[src/design/ssmt_pkg.sv]
`timescale 1ns / 1ps

package ssmt_pkg;

    // Item kinds carried on s_tuser
    localparam logic REQ_SET  = 1'b0;
    localparam logic REQ_TICK = 1'b1;

    // Configuration register indexes
    localparam logic [1:0] CFG_SLOT_TICKS  = 2'd0;
    localparam logic [1:0] CFG_SEG_LOW_LIT = 2'd1;
    localparam logic [1:0] CFG_DIG_HIGH_EN = 2'd2;

    localparam logic [15:0] SLOT_TICKS_RESET = 16'd1000;

    // Clamp limit in hundredths (99.9 degrees)
    localparam logic signed [15:0] TEMP_MAX = 16'sd9990;

    localparam int NUM_DIGITS = 3;

    // Segments A..G, bit 0 is A
    typedef logic [6:0] seg_pat_t;

    typedef struct packed {
        seg_pat_t d2;   // tenths
        seg_pat_t d1;   // ones
        seg_pat_t d0;   // tens
    } digits_t;

    // Logical latch contents: 1 means lit / enabled
    typedef struct packed {
        logic [7:0] seg;
        logic [2:0] dig;
    } latch_t;

    // Fixed digit font
    function automatic seg_pat_t font(input logic [3:0] d);
        seg_pat_t p;
        case (d)
            4'd0:    p = 7'b0111111;
            4'd1:    p = 7'b0000110;
            4'd2:    p = 7'b1011011;
            4'd3:    p = 7'b1001111;
            4'd4:    p = 7'b1100110;
            4'd5:    p = 7'b1101101;
            4'd6:    p = 7'b1111101;
            4'd7:    p = 7'b0000111;
            4'd8:    p = 7'b1111111;
            4'd9:    p = 7'b1101111;
            default: p = 7'b0000000;
        endcase
        return p;
    endfunction

endpackage

[src/design/seven_segment_mux_temperature_top.sv]
`timescale 1ns / 1ps

// Three-digit multiplexed seven-segment driver showing a temperature as XX.X.
// A set word (tuser 0) carries hundredths of a degree plus a leading-zero
// blank flag; a tick word (tuser 1) stands for one microsecond and moves the
// scan on to the next digit every slot_ticks ticks. Every word returns one
// result word holding the segment and digit pin levels after it is handled,
// with polarity applied from the configuration registers. One word is taken
// per clock: the temperature split and font lookup are one pass of logic
// into the scan registers, and the result sits in a single output register,
// so a result comes out in the cycle after its word and s_tready only drops
// while that register holds a result that m_tready has not taken.
module seven_segment_mux_temperature_top (
    input  logic        aclk,
    input  logic        aresetn,
    // configuration write port
    input  logic        cfg_wr_en,
    input  logic [1:0]  cfg_index,
    input  logic [15:0] cfg_data,
    // input words
    input  logic        s_tvalid,
    output logic        s_tready,
    input  logic [23:0] s_tdata,   // temp_hundredths[15:0], blank_zero[16], zero pad
    input  logic        s_tuser,   // req_type
    // result words
    output logic        m_tvalid,
    input  logic        m_tready,
    output logic [15:0] m_tdata    // segment_lines[7:0], digit_lines[10:8], zero pad
);

    logic [15:0]       slot_ticks_reg;
    logic              seg_low_lit_reg;
    logic              dig_high_en_reg;
    logic              out_valid_reg;
    logic [7:0]        seg_out_reg;
    logic [2:0]        dig_out_reg;
    logic              word_in;
    ssmt_pkg::digits_t digits;
    ssmt_pkg::latch_t  latch, latch_next;

    // Configuration registers
    always_ff @(posedge aclk) begin
        if (!aresetn) begin
            slot_ticks_reg  <= ssmt_pkg::SLOT_TICKS_RESET;
            seg_low_lit_reg <= 1'b0;
            dig_high_en_reg <= 1'b1;
        end else if (cfg_wr_en) begin
            unique case (cfg_index)
                ssmt_pkg::CFG_SLOT_TICKS:  slot_ticks_reg  <= cfg_data;
                ssmt_pkg::CFG_SEG_LOW_LIT: seg_low_lit_reg <= cfg_data[0];
                ssmt_pkg::CFG_DIG_HIGH_EN: dig_high_en_reg <= cfg_data[0];
                default: ;
            endcase
        end
    end

    assign s_tready = !out_valid_reg || m_tready;
    assign word_in  = s_tvalid && s_tready;

    ssmt_digit_fmt u_fmt (
        .temp_hundredths (s_tdata[15:0]),
        .blank_zero      (s_tdata[16]),
        .digits          (digits)
    );

    ssmt_scan u_scan (
        .aclk       (aclk),
        .aresetn    (aresetn),
        .word_en    (word_in),
        .req_type   (s_tuser),
        .digits_in  (digits),
        .slot_ticks (slot_ticks_reg),
        .latch      (latch),
        .latch_next (latch_next)
    );

    // Result register, pin polarity applied on load
    always_ff @(posedge aclk) begin
        if (!aresetn) begin
            out_valid_reg <= 1'b0;
        end else if (word_in) begin
            out_valid_reg <= 1'b1;
        end else if (m_tready) begin
            out_valid_reg <= 1'b0;
        end
    end

    always_ff @(posedge aclk) begin
        if (word_in) begin
            seg_out_reg <= seg_low_lit_reg ? ~latch_next.seg : latch_next.seg;
            dig_out_reg <= dig_high_en_reg ? latch_next.dig : ~latch_next.dig;
        end
    end

    assign m_tvalid = out_valid_reg;
    assign m_tdata  = {5'd0, dig_out_reg, seg_out_reg};

    // At most one digit enabled at any time
    a_one_digit: assert property (@(posedge aclk) disable iff (!aresetn)
        $onehot0(latch.dig))
        else $error("more than one digit enabled");

    // An accepted word always yields a result next cycle
    a_result: assert property (@(posedge aclk) disable iff (!aresetn)
        word_in |=> m_tvalid)
        else $error("accepted word produced no result");

    // A set word never changes the latches
    a_set_holds: assert property (@(posedge aclk) disable iff (!aresetn)
        (word_in && (s_tuser == ssmt_pkg::REQ_SET)) |=> (latch == $past(latch)))
        else $error("set word changed the latches");

    // Point lit only with the first digit
    a_point: assert property (@(posedge aclk) disable iff (!aresetn)
        latch.seg[7] |-> (latch.dig == 3'b001))
        else $error("decimal point lit away from first digit");

endmodule

[src/design/ssmt_digit_fmt.sv]
`timescale 1ns / 1ps

module ssmt_digit_fmt (
    input  logic signed [15:0] temp_hundredths,
    input  logic               blank_zero,
    output ssmt_pkg::digits_t  digits
);

    logic [13:0] clamped;
    logic [13:0] x;
    logic [29:0] prod10;
    logic [26:0] prod100;
    logic [27:0] prod1000;
    logic [9:0]  q10;
    logic [6:0]  q100;
    logic [3:0]  q1000;
    logic [9:0]  tenths_w;
    logic [6:0]  ones_w;

    // Clamp to 0..9990, then add the rounding half
    always_comb begin
        if (temp_hundredths[15]) begin
            clamped = 14'd0;
        end else if (temp_hundredths > ssmt_pkg::TEMP_MAX) begin
            clamped = 14'(ssmt_pkg::TEMP_MAX);
        end else begin
            clamped = temp_hundredths[13:0];
        end
        x = clamped + 14'd5;
    end

    // Reciprocal multiplies, exact for x below 10000
    assign prod10   = 30'(x) * 30'd52429;   // x / 10
    assign prod100  = 27'(x) * 27'd5243;    // x / 100
    assign prod1000 = 28'(x) * 28'd8389;    // x / 1000

    assign q10   = prod10[28:19];
    assign q100  = prod100[25:19];
    assign q1000 = prod1000[26:23];

    // Remainders by shift-add times ten
    assign tenths_w = q10 - ({3'd0, q100} << 3) - ({3'd0, q100} << 1);
    assign ones_w   = q100 - ({3'd0, q1000} << 3) - ({3'd0, q1000} << 1);

    // Font lookup; leading zero optionally blanked
    always_comb begin
        if (blank_zero && (q1000 == 4'd0)) begin
            digits.d0 = '0;
        end else begin
            digits.d0 = ssmt_pkg::font(q1000);
        end
        digits.d1 = ssmt_pkg::font(ones_w[3:0]);
        digits.d2 = ssmt_pkg::font(tenths_w[3:0]);
    end

endmodule

[src/design/ssmt_scan.sv]
`timescale 1ns / 1ps

module ssmt_scan (
    input  logic              aclk,
    input  logic              aresetn,
    input  logic              word_en,
    input  logic              req_type,
    input  ssmt_pkg::digits_t digits_in,
    input  logic [15:0]       slot_ticks,
    output ssmt_pkg::latch_t  latch,
    output ssmt_pkg::latch_t  latch_next
);

    logic [15:0]       slot_count_reg, slot_count_next;
    logic [1:0]        active_digit_reg, active_digit_next;
    ssmt_pkg::digits_t patterns_reg, patterns_next;
    logic              point_reg, point_next;
    ssmt_pkg::latch_t  latch_reg;
    logic [15:0]       count_inc;

    assign count_inc = slot_count_reg + 16'd1;

    // Tick counting, digit advance and pattern updates
    always_comb begin
        slot_count_next   = slot_count_reg;
        active_digit_next = active_digit_reg;
        patterns_next     = patterns_reg;
        point_next        = point_reg;
        latch_next        = latch_reg;
        if (word_en) begin
            if (req_type == ssmt_pkg::REQ_TICK) begin
                slot_count_next = count_inc;
                if (count_inc >= slot_ticks) begin
                    slot_count_next = 16'd0;
                    unique case (active_digit_reg)
                        2'd0: begin
                            active_digit_next = 2'd1;
                            latch_next.seg    = {1'b0, patterns_reg.d1};
                            latch_next.dig    = 3'b010;
                        end
                        2'd1: begin
                            active_digit_next = 2'd2;
                            latch_next.seg    = {1'b0, patterns_reg.d2};
                            latch_next.dig    = 3'b100;
                        end
                        default: begin
                            active_digit_next = 2'd0;
                            latch_next.seg    = {point_reg, patterns_reg.d0};
                            latch_next.dig    = 3'b001;
                        end
                    endcase
                end
            end else begin
                patterns_next = digits_in;
                point_next    = 1'b1;
            end
        end
    end

    always_ff @(posedge aclk) begin
        if (!aresetn) begin
            slot_count_reg   <= '0;
            active_digit_reg <= '0;
            patterns_reg     <= '0;
            point_reg        <= 1'b0;
            latch_reg        <= '0;
        end else begin
            slot_count_reg   <= slot_count_next;
            active_digit_reg <= active_digit_next;
            patterns_reg     <= patterns_next;
            point_reg        <= point_next;
            latch_reg        <= latch_next;
        end
    end

    assign latch = latch_reg;

endmodule

[config.mk]
export PLATFORM = sky130hd
export DESIGN_NAME = seven_segment_mux_temperature_top
export DESIGN_NICKNAME = d
export VERILOG_FILES = /design/src/design/ssmt_pkg.sv /design/src/design/seven_segment_mux_temperature_top.sv /design/src/design/ssmt_digit_fmt.sv /design/src/design/ssmt_scan.sv
export SDC_FILE = /design/constraint.sdc
export NUM_CORES = 1
export LEC_CHECK = 0
export BUFFER_PORTS_ARGS = -buffer_cell sky130_fd_sc_hd__buf_2
export CAP_MARGIN = 20
export CORE_UTILIZATION = 25
export CTS_BUF_LIST = sky130_fd_sc_hd__clkbuf_8 sky130_fd_sc_hd__clkbuf_16
export CTS_CLUSTER_DIAMETER = 100
export DETAILED_ROUTE_END_ITERATION = 16
export GPL_ROUTABILITY_DRIVEN = 1
export PLACE_DENSITY = 0.43
export SLEW_MARGIN = 20
export SYNTH_ARGS = -nofsm -noshare
export SYNTH_HDL_FRONTEND = slang
export SYNTH_SLANG_ARGS = --single-unit
[constraint.sdc]
create_clock -name aclk -period 18.7 [get_ports aclk]
set_clock_uncertainty 0.05 [all_clocks]
set_input_delay 3.74 -clock aclk [delete_from_list [all_inputs] [get_ports aclk]]
set_output_delay 3.74 -clock aclk [all_outputs]
set_load 0.05 [all_outputs]
---- After elaboration in Yosys (flattened, before gate mapping) ----
Memories as Yosys holds them, arrays and structs flattened. A register that Yosys moved wholly into a read port is not among the register bits.
Cells that the tools add are included.
word-level totals
  bits in registers ....................... 67
  ROM bits ................................ 336
  memories kept ........................... 3
operators by class
  add/subtract/negate cells ............... 6
  multiply operators ...................... 3
  order comparisons ....................... 2
  equal/unequal tests ..................... 3
  mux-type cells .......................... 13
  bitwise logic cells ..................... 3
  reductions and logical operators ........ 16
memories
  memory            depth  bits a word  read ports  clocked after Yosys merged registers in  write ports  RTL line        text
  (name not given)  16     7            1           0                                        0            ssmt_pkg.sv:39  case (d)
  (name not given)  16     7            1           1                                        0            ssmt_pkg.sv:39
  (name not given)  16     7            1           1                                        0            ssmt_pkg.sv:39
operators with widths
  cell                      number
  $mux W11                  3
  $mux W14                  2
  $mul A14 B14 Y27 const B  1
  $mul A14 B13 Y23 const B  1
  $mul A14 B16 Y23 const B  1
  $pmux W11 S2              1
  $add A16 B1 Y16 const B   1
  $ge A16 B16 Y1            1
  $gt A16 B15 Y1 const B    1
  $mux W16                  1
  $sub A4 B4 Y4             4
  $add A14 B3 Y14 const B   1
  $reduce_and A2 Y1         5
  $mux W8                   1
  $not A8 Y8                1
  $mux W7                   1
  $eq A2 B1 Y1 const B      2
  $logic_not A2 Y1          2
  $logic_not A4 Y1          1
  $pmux W2 S2               1
  $logic_not A1 Y1          3
  $mux W3                   1
  $not A3 Y3                1
  $reduce_and A3 Y1         1
  6 further kinds           8

---- Logic depth before layout (Yosys ltp) ----
Gate-level depths: netlist (run 1).
  depth after elaboration ................. 8
  depth in mapped cells ................... 41
  gate-level depth less buffers ........... 40

---- Hierarchy ----
A second synthesis (run 1) with hierarchy kept.
second synthesis, totals
  cells, all modules ...................... 1,456
  area, all modules ....................... 13,096.3 µm²
by module, submodules not included
  module                             times used  cells each  area an instance (µm²)  sequential area each (µm²)
  ssmt_digit_fmt                     1           985         8,852.2                 0.0
  ssmt_scan                          1           358         2,949.1                 1,021.0
  seven_segment_mux_temperature_top  1           113         1,295.0                 710.7

---- Worst setup path after synthesis (run 1) ----
Ideal clock, no wire load.
  path kind ............................... input to register
  start ................................... in s_tdata[15]
  end ..................................... reg, netlist name u_scan.patterns_reg[8]
  data arrival time ....................... 12.445 ns
  slack ................................... 6.116 ns
  stages on the path ...................... 39
  buffers on the path ..................... 1
  cells stage by stage .................... clkbuf_1 -> nor3_2 -> o21ai_1 -> o21bai_1 -> inv_1 -> ha_1 -> o21ai_1 -> nor2_2 -> xnor2_1 -> a21oi_1 -> inv_1 -> xnor2_1 -> ha_1 -> or2_2 -> ha_1 -> inv_1 -> fa_1 -> inv_1 -> [3 not listed] -> inv_1 -> ha_1 -> o21a_1 -> o211ai_1 -> a21o_1 -> o311ai_2 -> a21oi_2 -> o21bai_1 -> xnor2_1 -> ha_1 -> xnor2_1 -> xnor2_1 -> xnor2_1 -> xnor3_1 -> xnor2_2 -> xor2_2 -> o21ai_2 -> a311oi_2
on the way
  longest elaborated chain between the ends .. 7
  elaborated cells on any way between the ends .. 8
  those cells by class .................... add/sub (3); mul (2); order compare (1); mux (2)
ends and longest elaborated chain
  what                                                  RTL line                                    text
  from (decl)                                           seven_segment_mux_temperature_top.sv:23     input logic [23:0] s_tdata,
  $gt A16 B15 Y1                                        ssmt_digit_fmt.sv:24                        end else if (temp_hundredths > ssmt_pkg::TEMP_MAX) begin
  $mux W14                                              ssmt_digit_fmt.sv:24
  $mux W14 (*)                                          ssmt_digit_fmt.sv:22                        if (temp_hundredths[15]) begin
  $add A14 B3 Y14 (*)                                   ssmt_digit_fmt.sv:29                        x = clamped + 14'd5;
  $mul A14 B13 Y23 or $mul A14 B14 Y27 (tied branches)  ssmt_digit_fmt.sv:34, ssmt_digit_fmt.sv:35
  $sub A4 B4 Y4                                         ssmt_digit_fmt.sv:43                        assign ones_w = q100 - ({3'd0, q1000} << 3) - ({3'd0, q1000} << 1);
  $sub A4 B4 Y4 (*)                                     ssmt_digit_fmt.sv:43
Mark *: on every way between the ends. The rest lies on a longest branch, timed or not.
A chain may end at the register's enable or synchronous reset.

---- Worst setup path in the final report (run 1) ----
  start ................................... in s_tdata[15]
  end ..................................... reg, netlist name u_scan.patterns_reg[8]
on the way
  longest elaborated chain between the ends .. 7
  elaborated cells on any way between the ends .. 8
  those cells by class .................... add/sub (3); mul (2); order compare (1); mux (2)
ends and longest elaborated chain
  what                                                  RTL line
  $gt A16 B15 Y1                                        ssmt_digit_fmt.sv:24
  $mux W14                                              ssmt_digit_fmt.sv:24
  $mux W14 (*)                                          ssmt_digit_fmt.sv:22
  $add A14 B3 Y14 (*)                                   ssmt_digit_fmt.sv:29
  $mul A14 B13 Y23 or $mul A14 B14 Y27 (tied branches)  ssmt_digit_fmt.sv:34, ssmt_digit_fmt.sv:35
  $sub A4 B4 Y4                                         ssmt_digit_fmt.sv:43
  $sub A4 B4 Y4 (*)                                     ssmt_digit_fmt.sv:43
Marks and branches as above.

==> flow_metrics.py, run 1 <==
metrics = {
    "placed_design": {
        "globalplace.congestion": 0.782,
        "placed_cell_area_mm2": 0.0135,
        "dpl.hpwl_um": 24700,
        "io_buffer_count": 53,
    },
    "global_route": {
        "grt-busiest-layer": "met2",
        "grt_pass1_vias": 9196,
        "grt_max_degree": 68,
        "grtUsageMet1_pct": 17.1,
        "antenna_found_initial": 0,
        "grt_pass1_wl_um": 48600,
        "grt.met3_usage_pct": 0.941,
        "grt_use_total_pct": 12.2,
        "use_met2_pct": 20.6,
        "grt-ovfl-total": 0,
    },
    "run": {
        "maxCapViolCount": 0,
    },
    "synthesis": {
        "ys_seq_area_share_pct": 14.0,
        "syn_inst": 1368,
        "synth_compound_area_share_pct": 10.6,
        "synth_top_family_by_area": "adder cells",
        "synth_xor_area_share_pct": 5.73,
        "async_flop_share_pct": 0,
        "synth_cell_types": 74,
        "synth_edf_count": 11,
        "synth_warnings": 0,
        "synthAdderAreaFrac_pct": 47.1,
        "synth_simple_gate_area_share_pct": 9.52,
        "ys_ff_latch": 81,
        "postSynthAreaPerCell_um2": 9.07,
        "syn_area_mm2": 0.0124,
        "synth-main-ff-cell": "dfxtp_1",
        "synthMuxAreaShare_pct": 2.11,
    },
    "timing": {
        "rsz0062_at_grt": "no",
        "post-route-period-util_pct": 72.8,
        "finalCriticalPeriod_ps": 13610,
        "relSlewSlack_pct": 32.4,
        "worstMarginPinSlew_ps": 1010,
        "finalSetupViolCount": 0,
        "slew_violations": 0,
        "hold_viol": 0,
        "fmax_mhz": 73.5,
        "setup_tns_ps": 0,
    },
    "floorplanning": {
        "die_h_um": 225,
        "start_util_pct": 25.3,
        "rows": 81,
        "die_w_um": 225,
        "pin_count": 66,
        "dieArea_mm2": 0.0505,
        "coreArea_mm2": 0.0490,
    },
    "pwr": {
        "p_int_mw": 0.760,
        "p_comb_share_pct": 75.0,
        "seq_power_share_pct": 13.0,
        "fin_total_pwr_mw": 1.50,
        "cellPowerDensity_mw_per_mm2": 109,
        "leakagePower_nw": 7.15,
        "pwr-share-clk_pct": 12.0,
        "p_sw_mw": 0.739,
        "ir_drop_uv": 109,
        "sw_frac_of_total_pct": 49.3,
    },
    "worst_setup_path": {
        "worstReg2RegStart": "u_scan.slot_count_reg[2]",
        "slowest_delay_ps": 600,
        "cp-start-kind": "input pin",
        "slowest_stage": "o21bai_1",
        "end_kind": "register",
        "startpoint": "s_tdata[15]",
        "cp.arrival_ps": 13810,
        "r2r-end": "seg_out_reg[4]",
        "path_max_fanout": 11,
        "r2r_slack_ps": 13410,
        "path_class": "in2reg",
        "cp_data_required_time_ps": 18900,
        "reg2reg_depth": 16,
    },
    "cells_and_area": {
        "largest_reg_flops": 21,
        "n_fill_cell": 5263,
        "regArea_mm2": 0.00173,
        "multi_input_area_mm2": 0.00934,
        "design_area_mm2": 0.0138,
        "diodes": 0,
        "nets": 1858,
        "syn2layout_area_growth_pct": 11.2,
        "post-route-util_pct": 28.2,
        "drive_above_1_share_pct": 7.16,
    },
    "cts": {
        "clk_latency_ps": 330,
        "cts_sinks": 81,
        "clk_pin_slew_worst_paths_ps": 60,
        "cts.path.max_buffers": 2,
        "cts_tree": "built",
        "cts_resized": 0,
        "cts_setup_buffers": 0,
        "cts_hold_buf": 0,
        "ctsHtreeMaxLevel": 3,
        "cts_made_buffers": 9,
        "cts-root-buf": "clkbuf_16",
    },
    "hold_path": {
        "hold_start": "u_scan.patterns_reg[3]",
        "hold_path.class": "reg2reg",
        "holdPathEnd": "u_scan.patterns_reg[3]",
        "min_path_cells": 2,
    },
    "routing": {
        "post_drt_via_cell_ratio": 4.21,
        "drtIter0Drc": 237,
        "wl_um": 29200,
        "dr.pass1.iters": 5,
        "vias": 8798,
        "route.detailed.drc": 0,
        "ant_nets": 0,
        "wl_per_cell_um": 14.0,
    },
    "status": {
        "status": "finished, final reports clean",
    },
}
layout by cell type, fill, tap and decap left out, types with 3 or more instances in the layout:
master	count
nor2_1	43
dfxtp_1	70
inv_1	326
nand3b_1	11
clkbuf_16	10
o211a_1	3
mux2i_1	25
o21ai_1	7
nand4_1	6
nand2b_1	3
a21oi_1	53
buf_2	53
fa_1	127
o21ai_0	35
buf_4	13
nand3_1	22
xor2_1	29
a31oi_1	4
nor2b_1	20
nor3_1	10
o31ai_1	4
o21a_1	5
a21o_1	12
ha_1	264
a21boi_0	18
edfxtp_1	11
o211ai_1	19
and3_1	15
o21bai_1	4
conb_1	6
or2_2	4
a211oi_1	6
nand2_1	89
xnor2_1	44
o22ai_1	5
logic make-up after synthesis:
family	Yosys count
adder cells (fa/ha/maj)	391
AND/OR/NAND/NOR	240
other	1
multiplexers	26
flip-flops	81
XOR/XNOR	77
buffers and inverters	355
AO/OA/AOI/OAI	197
worst max path at each step:
stage,slack (ps),cells after the start,endpoint
6_report,5090,41,u_scan.patterns_reg[8]
5_1_grt,4410,37,u_scan.patterns_reg[17]
4_1_cts,5030,41,u_scan.patterns_reg[8]
3_5_place_dp,4710,41,u_scan.patterns_reg[8]
3_3_place_gp,4810,37,u_scan.patterns_reg[17]
2_1_floorplan,6120,39,u_scan.patterns_reg[8]
critical path: cells and delay by family:
kind,cells,cell delay (ps)
adders and majority gates,8,2970
AOI/OAI and AO/OA,12,2780
xor gates and xnor gates,9,2280
buffers and inverters,8,1200
and+or+nand+nor,4,800
synthesized netlist by cell type (all sizes together), types with 11 or more instances:
cell,number,area share [%]
inv,323,9.8
ha,264,27
fa,127,20
nand2,89,2.7
dfxtp,70,11
a21oi,54,2.2
xnor2,45,3.2
nor2,44,1.4
o21ai,43,1.8
xor2,31,2.3
mux2i,25,2.0
clkbuf,22,0.67
nand3,22,0.89
nor2b,20,1.0
o211ai,19,1.1
a21boi,18,1.1
and3,15,0.76
a21o,12,0.73
nor3,12,0.56
edfxtp,11,2.7
nand3b,11,0.67
routing by layer:
layer | routed length, um | vias up | share of wire, %
li1 | - | 4521 | -
met1 | 14900 | 4177 | 51
met2 | 13600 | 82 | 47
met3 | 381 | 18 | 1.3
met4 | 262 | 0 | 0.90
met5 | 0 | - | 0
per-stage QoR:
| stage | setup WS, ps | std cells | hold WS [ps] |
|---|---|---|---|
| floorplan | 6120 | 1373 | 375 |
| global placement | 4810 | 2072 | 390 |
| detailed placement | 4710 | 2072 | 397 |
| CTS | 5030 | 2088 | 407 |
| global route | 4410 | 2088 | 421 |
| finish | 5090 | 2088 | 401 |
layout make-up:
class | count | area share [%]
multi-input combinational | 937 | 67.7
sequential | 81 | 12.6
inverter | 324 | 8.83
tap | 664 | 6.03
timing repair buffer | 66 | 2.63
clock buffer | 11 | 1.91
clock inverter | 5 | 0.336
power groups by stage:
stage	Clock, mW	Combinational (mW)	Sequential (mW)
after floorplan	0	0.881	0.202
after detailed placement	0	1.14	0.199
final	0.180	1.12	0.195
after CTS	0.186	1.15	0.195
after global routing	0.194	1.33	0.196
after global placement	0	1.15	0.198
(Power assumes the default switching activity.)
==> run 2: changes to the inputs <==
==> constraint.sdc (replaced) <==
create_clock -name aclk -period 12.85 [get_ports aclk]
set_clock_uncertainty 0.05 [all_clocks]
set_input_delay 2.57 -clock aclk [delete_from_list [all_inputs] [get_ports aclk]]
set_output_delay 2.57 -clock aclk [all_outputs]
set_load 0.05 [all_outputs]
==> run 2 against run 1 <==
Compared with the run above: count of clock-buffer cells in the layout did not move; critical path depth fell by 3; sequential cell count is the same; utilization rose by 0.14 points; largest power group unchanged; worst hold slack lost 1.3 ps; clock power up 47%; via count is 0.91% higher; non-clock buffer count rose by 9; sequential power is 45% higher; register-to-register slack worse by 5400 ps.
==> flow_metrics.py, run 2 (same netlist as run 1, synthesis figures left out) <==
metrics = {
    "routing": {
        "drtIter0Drc": 337,
        "ant_nets": 0,
        "post_drt_via_cell_ratio": 4.23,
        "dr.pass1.iters": 5,
        "route.detailed.drc": 0,
        "wl_um": 29100,
        "vias": 8878,
        "wl_per_cell_um": 13.9,
    },
    "status": {
        "status": "finished, final reports clean",
    },
    "worst_setup_path": {
        "cp_data_required_time_ps": 13040,
        "path_common_cell": "ha_1",
        "cp-start-kind": "input pin",
        "end_kind": "register",
        "worstReg2RegStart": "u_scan.slot_count_reg[0]",
        "r2r_slack_ps": 7970,
        "slowest_stage": "xnor2_1",
        "r2r-end": "seg_out_reg[2]",
        "reg2reg_depth": 17,
        "slowest_delay_ps": 790,
        "path_class": "in2reg",
        "cp.arrival_ps": 11970,
        "path_max_fanout": 11,
    },
    "cells_and_area": {
        "drive_above_1_share_pct": 7.75,
        "regArea_mm2": 0.00173,
        "post-route-util_pct": 28.3,
        "nets": 1867,
        "n_fill_cell": 5259,
        "multi_input_area_mm2": 0.00934,
        "design_area_mm2": 0.0139,
        "diodes": 0,
        "largest_reg_flops": 21,
        "syn2layout_area_growth_pct": 11.7,
        "final_common_cell": "inv_1",
        "final_cell_mix": "inv_1, ha_1, fa_1",
    },
    "timing": {
        "relSlewSlack_pct": 34.6,
        "finalSetupViolCount": 0,
        "fmax_mhz": 84.9,
        "setup_tns_ps": 0,
        "slew_violations": 0,
        "worstMarginPinSlew_ps": 974,
        "rsz0062_at_grt": "no",
        "finalCriticalPeriod_ps": 11780,
        "worst_slack_ps": 1070,
        "post-route-period-util_pct": 91.7,
        "hold_viol": 0,
    },
    "global_route": {
        "grt-ovfl-total": 0,
        "grt_max_degree": 68,
        "grt_pass1_vias": 9149,
        "antenna_found_initial": 0,
        "grt_use_total_pct": 12.2,
        "grt_pass1_wl_um": 48400,
    },
    "pwr": {
        "ir_drop_uv": 227,
        "cellPowerDensity_mw_per_mm2": 160,
        "leakagePower_nw": 7.19,
    },
    "floorplanning": {
        "die_h_um": 225,
        "coreArea_mm2": 0.0490,
        "die_w_um": 225,
        "rows": 81,
        "start_util_pct": 25.3,
        "dieArea_mm2": 0.0505,
        "pin_count": 66,
    },
    "placed_design": {
        "dpl.hpwl_um": 25000,
        "placed_cell_area_mm2": 0.0135,
        "io_buffer_count": 53,
        "globalplace.congestion": 0.799,
        "pre_cts_ws_ps": 645,
    },
    "hold_path": {
        "min_path_cells": 2,
        "holdPathEnd": "u_scan.patterns_reg[3]",
        "hold_path.class": "reg2reg",
        "hold_start": "u_scan.patterns_reg[3]",
    },
    "cts": {
        "cts.path.max_buffers": 2,
        "cts_hold_buf": 0,
        "cts_setup_buffers": 0,
        "cts_sinks": 81,
        "cts_tree": "built",
        "cts_made_buffers": 9,
        "clk_latency_ps": 330,
        "ctsHtreeMaxLevel": 3,
        "cts-root-buf": "clkbuf_16",
        "clk_pin_slew_worst_paths_ps": 50,
        "cts_resized": 0,
    },
    "run": {
        "maxCapViolCount": 0,
    },
}
==> run 2: cell types whose count changed in the layout (fill, tap and decap cells not counted) <==
| cell | delta |
|---|---|
| buf_4 | +9 |
==> run 2: layout make-up <==
type	instances	share of cell area, %
tap	664	6.00
timing repair buffer	75	3.11
sequential	81	12.5
inverter	324	8.79
clock inverter	5	0.334
clock buffer	11	1.91
multi-input combinational	937	67.4
==> run 2: layer usage <==
| layer | GRT usage, % | part of all wire (%) | vias to the layer above | routed length [um] |
|---|---|---|---|---|
| met5 | 0 | 0 | - | 0 |
| met4 | 2.81 | 1.5 | 0 | 423 |
| met3 | 0.745 | 1.7 | 17 | 501 |
| met2 | 20.7 | 47 | 97 | 13700 |
| met1 | 16.8 | 50 | 4220 | 14500 |
| li1 | - | - | 4544 | - |
==> run 2: worst max-delay path, delay by kind of cell <==
family	cells	cell delay [ps]
and+or+nand+nor	5	1050
adders and majority gates	8	2620
buffers and inverters	7	850
xor gates and xnor gates	9	2680
AOI/OAI and AO/OA	9	2190
==> run 2: through the flow <==
step                instances  power [mW]  hold WS [ps]
detailed placement       2081        1.99           397
CTS                      2097        2.27           408
floorplan                1373        1.58           375
global placement         2081        1.99           391
global route             2097        2.55           426
finish                   2097        2.22           400
==> run 2: how the worst max path moves through the flow <==
| stage | slack (ps) | cells past startpoint | startpoint | endpoint |
|---|---|---|---|---|
| 6_report | 1070 | 38 | s_tdata[15] | u_scan.patterns_reg[8] |
| 5_1_grt | 240 | 38 | s_tdata[15] | u_scan.patterns_reg[19] |
| 4_1_cts | 970 | 37 | s_tdata[15] | u_scan.patterns_reg[14] |
| 3_5_place_dp | 640 | 37 | s_tdata[15] | u_scan.patterns_reg[14] |
| 3_3_place_gp | 790 | 39 | s_tdata[15] | u_scan.patterns_reg[20] |
| 2_1_floorplan | 1440 | 39 | s_tdata[15] | u_scan.patterns_reg[8] |
==> run 2: where the power goes <==
| group | switching, mW | total, mW | internal [mW] |
|---|---|---|---|
| combinational | 0.979 | 1.67 | 0.695 |
| sequential | 0.00857 | 0.283 | 0.274 |
| clock | 0.0987 | 0.264 | 0.165 |
| total | 1.09 | 2.22 | 1.13 |
==> run 3: changes to the inputs <==
--- a/config.mk
+++ b/config.mk
@@ -12,7 +12,7 @@
 export CTS_CLUSTER_DIAMETER = 100
 export DETAILED_ROUTE_END_ITERATION = 16
 export GPL_ROUTABILITY_DRIVEN = 1
-export PLACE_DENSITY = 0.43
+export PLACE_DENSITY = 0.47
 export SLEW_MARGIN = 20
 export SYNTH_ARGS = -nofsm -noshare
 export SYNTH_HDL_FRONTEND = slang
==> run 3 against run 2 <==
Compared with the run above: sequential share of layout area is essentially flat; register-to-register slack lost 330 ps; count of clock-buffer cells in the layout shrank 2; maximum frequency grew 2.8%; die area is the same; worst hold slack lost 1.9 ps.
==> flow_metrics.py, run 3 (same netlist as run 1, synthesis figures left out) <==
metrics = {
    "status": {
        "status": "finished, final reports clean",
    },
    "floorplanning": {
        "pin_count": 66,
        "die_h_um": 225,
        "dieArea_mm2": 0.0505,
        "start_util_pct": 25.3,
        "die_w_um": 225,
        "rows": 81,
        "coreArea_mm2": 0.0490,
    },
    "timing": {
        "fmax_mhz": 87.2,
        "rsz0062_at_grt": "no",
        "post-route-period-util_pct": 89.2,
        "hold_slack_ps": 398,
        "setup_tns_ps": 0,
        "relSlewSlack_pct": 29.9,
        "worst_slack_ps": 1390,
        "worstMarginPinSlew_ps": 1050,
        "hold_viol": 0,
        "finalCriticalPeriod_ps": 11460,
        "finalSetupViolCount": 0,
        "slew_violations": 0,
    },
    "pwr": {
        "p_int_mw": 1.12,
        "sw_frac_of_total_pct": 49.1,
        "leakagePower_nw": 7.17,
        "fin_total_pwr_mw": 2.19,
        "seq_power_share_pct": 12.9,
        "p_comb_share_pct": 74.8,
        "p_sw_mw": 1.08,
        "ir_drop_uv": 201,
        "cellPowerDensity_mw_per_mm2": 158,
        "pwr-share-clk_pct": 12.3,
    },
    "placed_design": {
        "globalplace.congestion": 0.805,
        "io_buffer_count": 53,
        "dp_cells": 2078,
        "dpl.hpwl_um": 24600,
        "placed_cell_area_mm2": 0.0135,
        "pre_cts_ws_ps": 974,
    },
    "worst_setup_path": {
        "path_max_fanout": 11,
        "slowest_stage": "fa_1",
        "slowest_delay_ps": 560,
        "end_kind": "register",
        "cp.arrival_ps": 11660,
        "path_class": "in2reg",
        "cp_data_required_time_ps": 13050,
        "cp-start-kind": "input pin",
        "path_common_cell": "xnor2_1",
        "reg2reg_depth": 16,
    },
    "global_route": {
        "grt-ovfl-total": 0,
        "grt_pass1_wl_um": 48000,
        "grt_pass1_vias": 9199,
        "grt_max_degree": 68,
        "antenna_found_initial": 1,
        "grt_use_total_pct": 11.9,
    },
    "cts": {
        "cts_setup_buffers": 0,
        "cts_made_buffers": 9,
        "ctsHtreeMaxLevel": 3,
        "cts_tree": "built",
        "clk_pin_slew_worst_paths_ps": 60,
        "cts_resized": 0,
        "cts_hold_buf": 0,
        "clk_latency_ps": 330,
        "cts_sinks": 81,
        "cts.path.max_buffers": 2,
        "cts-root-buf": "clkbuf_16",
    },
    "cells_and_area": {
        "design_area_mm2": 0.0138,
        "largest_reg_flops": 21,
        "regArea_mm2": 0.00173,
        "multi_input_area_mm2": 0.00934,
        "fin_cells": 2095,
        "drive_above_1_share_pct": 7.62,
        "final_common_cell": "inv_1",
        "nets": 1864,
        "n_fill_cell": 5301,
        "post-route-util_pct": 28.3,
        "final_cell_mix": "inv_1, ha_1, fa_1",
        "syn2layout_area_growth_pct": 11.6,
    },
    "run": {
        "maxCapViolCount": 0,
    },
    "routing": {
        "drt-met1-wl_um": 14100,
        "wl_per_cell_um": 13.5,
        "vias": 8882,
        "route.detailed.drc": 0,
        "drtIter0Drc": 282,
        "dr_wl_met3_um": 585,
        "routed.top_layer": "met4",
        "dr_wl_met2_um": 13500,
        "post_drt_via_cell_ratio": 4.24,
        "ant_nets": 0,
        "wl_um": 28400,
        "dr.pass1.iters": 4,
    },
    "hold_path": {
        "min_path_cells": 2,
        "hold_path.class": "reg2reg",
    },
}
-- run 3: layout make-up --
cell class	count	area share, %
clock buffer	9	1.63
timing repair buffer	72	2.95
multi-input combinational	937	67.5
tap	664	6.00
antenna	1	0.0181
inverter	324	8.80
clock inverter	7	0.642
sequential	81	12.5
-- run 3: per-layer routing --
| layer | GRT usage [%] | vias to the layer above |
|---|---|---|
| li1 | - | 4538 |
| met1 | 16.6 | 4240 |
| met2 | 20.5 | 89 |
| met3 | 0.810 | 15 |
| met4 | 1.95 | 0 |
| met5 | 0 | - |
-- run 3: worst max-delay path, delay by kind of cell --
kind / cells / cell delay, ps
fa+ha+maj: 9 / 3270
buf+inv: 7 / 740
simple gates: 5 / 880
compound gates: 8 / 1990
xor+xnor: 9 / 1800
mux: 1 / 380
-- run 3: path summary, 6_finish.rpt --
path,endpoint,slack (ps),start
setup / recovery,u_scan.patterns_reg[17],1390,s_tdata[15]
hold / removal,u_scan.patterns_reg[16],400,u_scan.patterns_reg[16]
setup reg to reg,seg_out_reg[1],7640,u_scan.slot_count_reg[2]
hold reg to reg,u_scan.patterns_reg[16],400,u_scan.patterns_reg[16]
-- run 3: power by group through the flow --
stage                     Clock (mW)  Sequential [mW]  Combinational, mW
after floorplan                    0            0.293               1.28
after global placement             0            0.289               1.66
after detailed placement           0            0.289               1.66
after CTS                      0.278            0.283               1.68
after global routing           0.287            0.285               1.93
final                          0.269            0.283               1.64
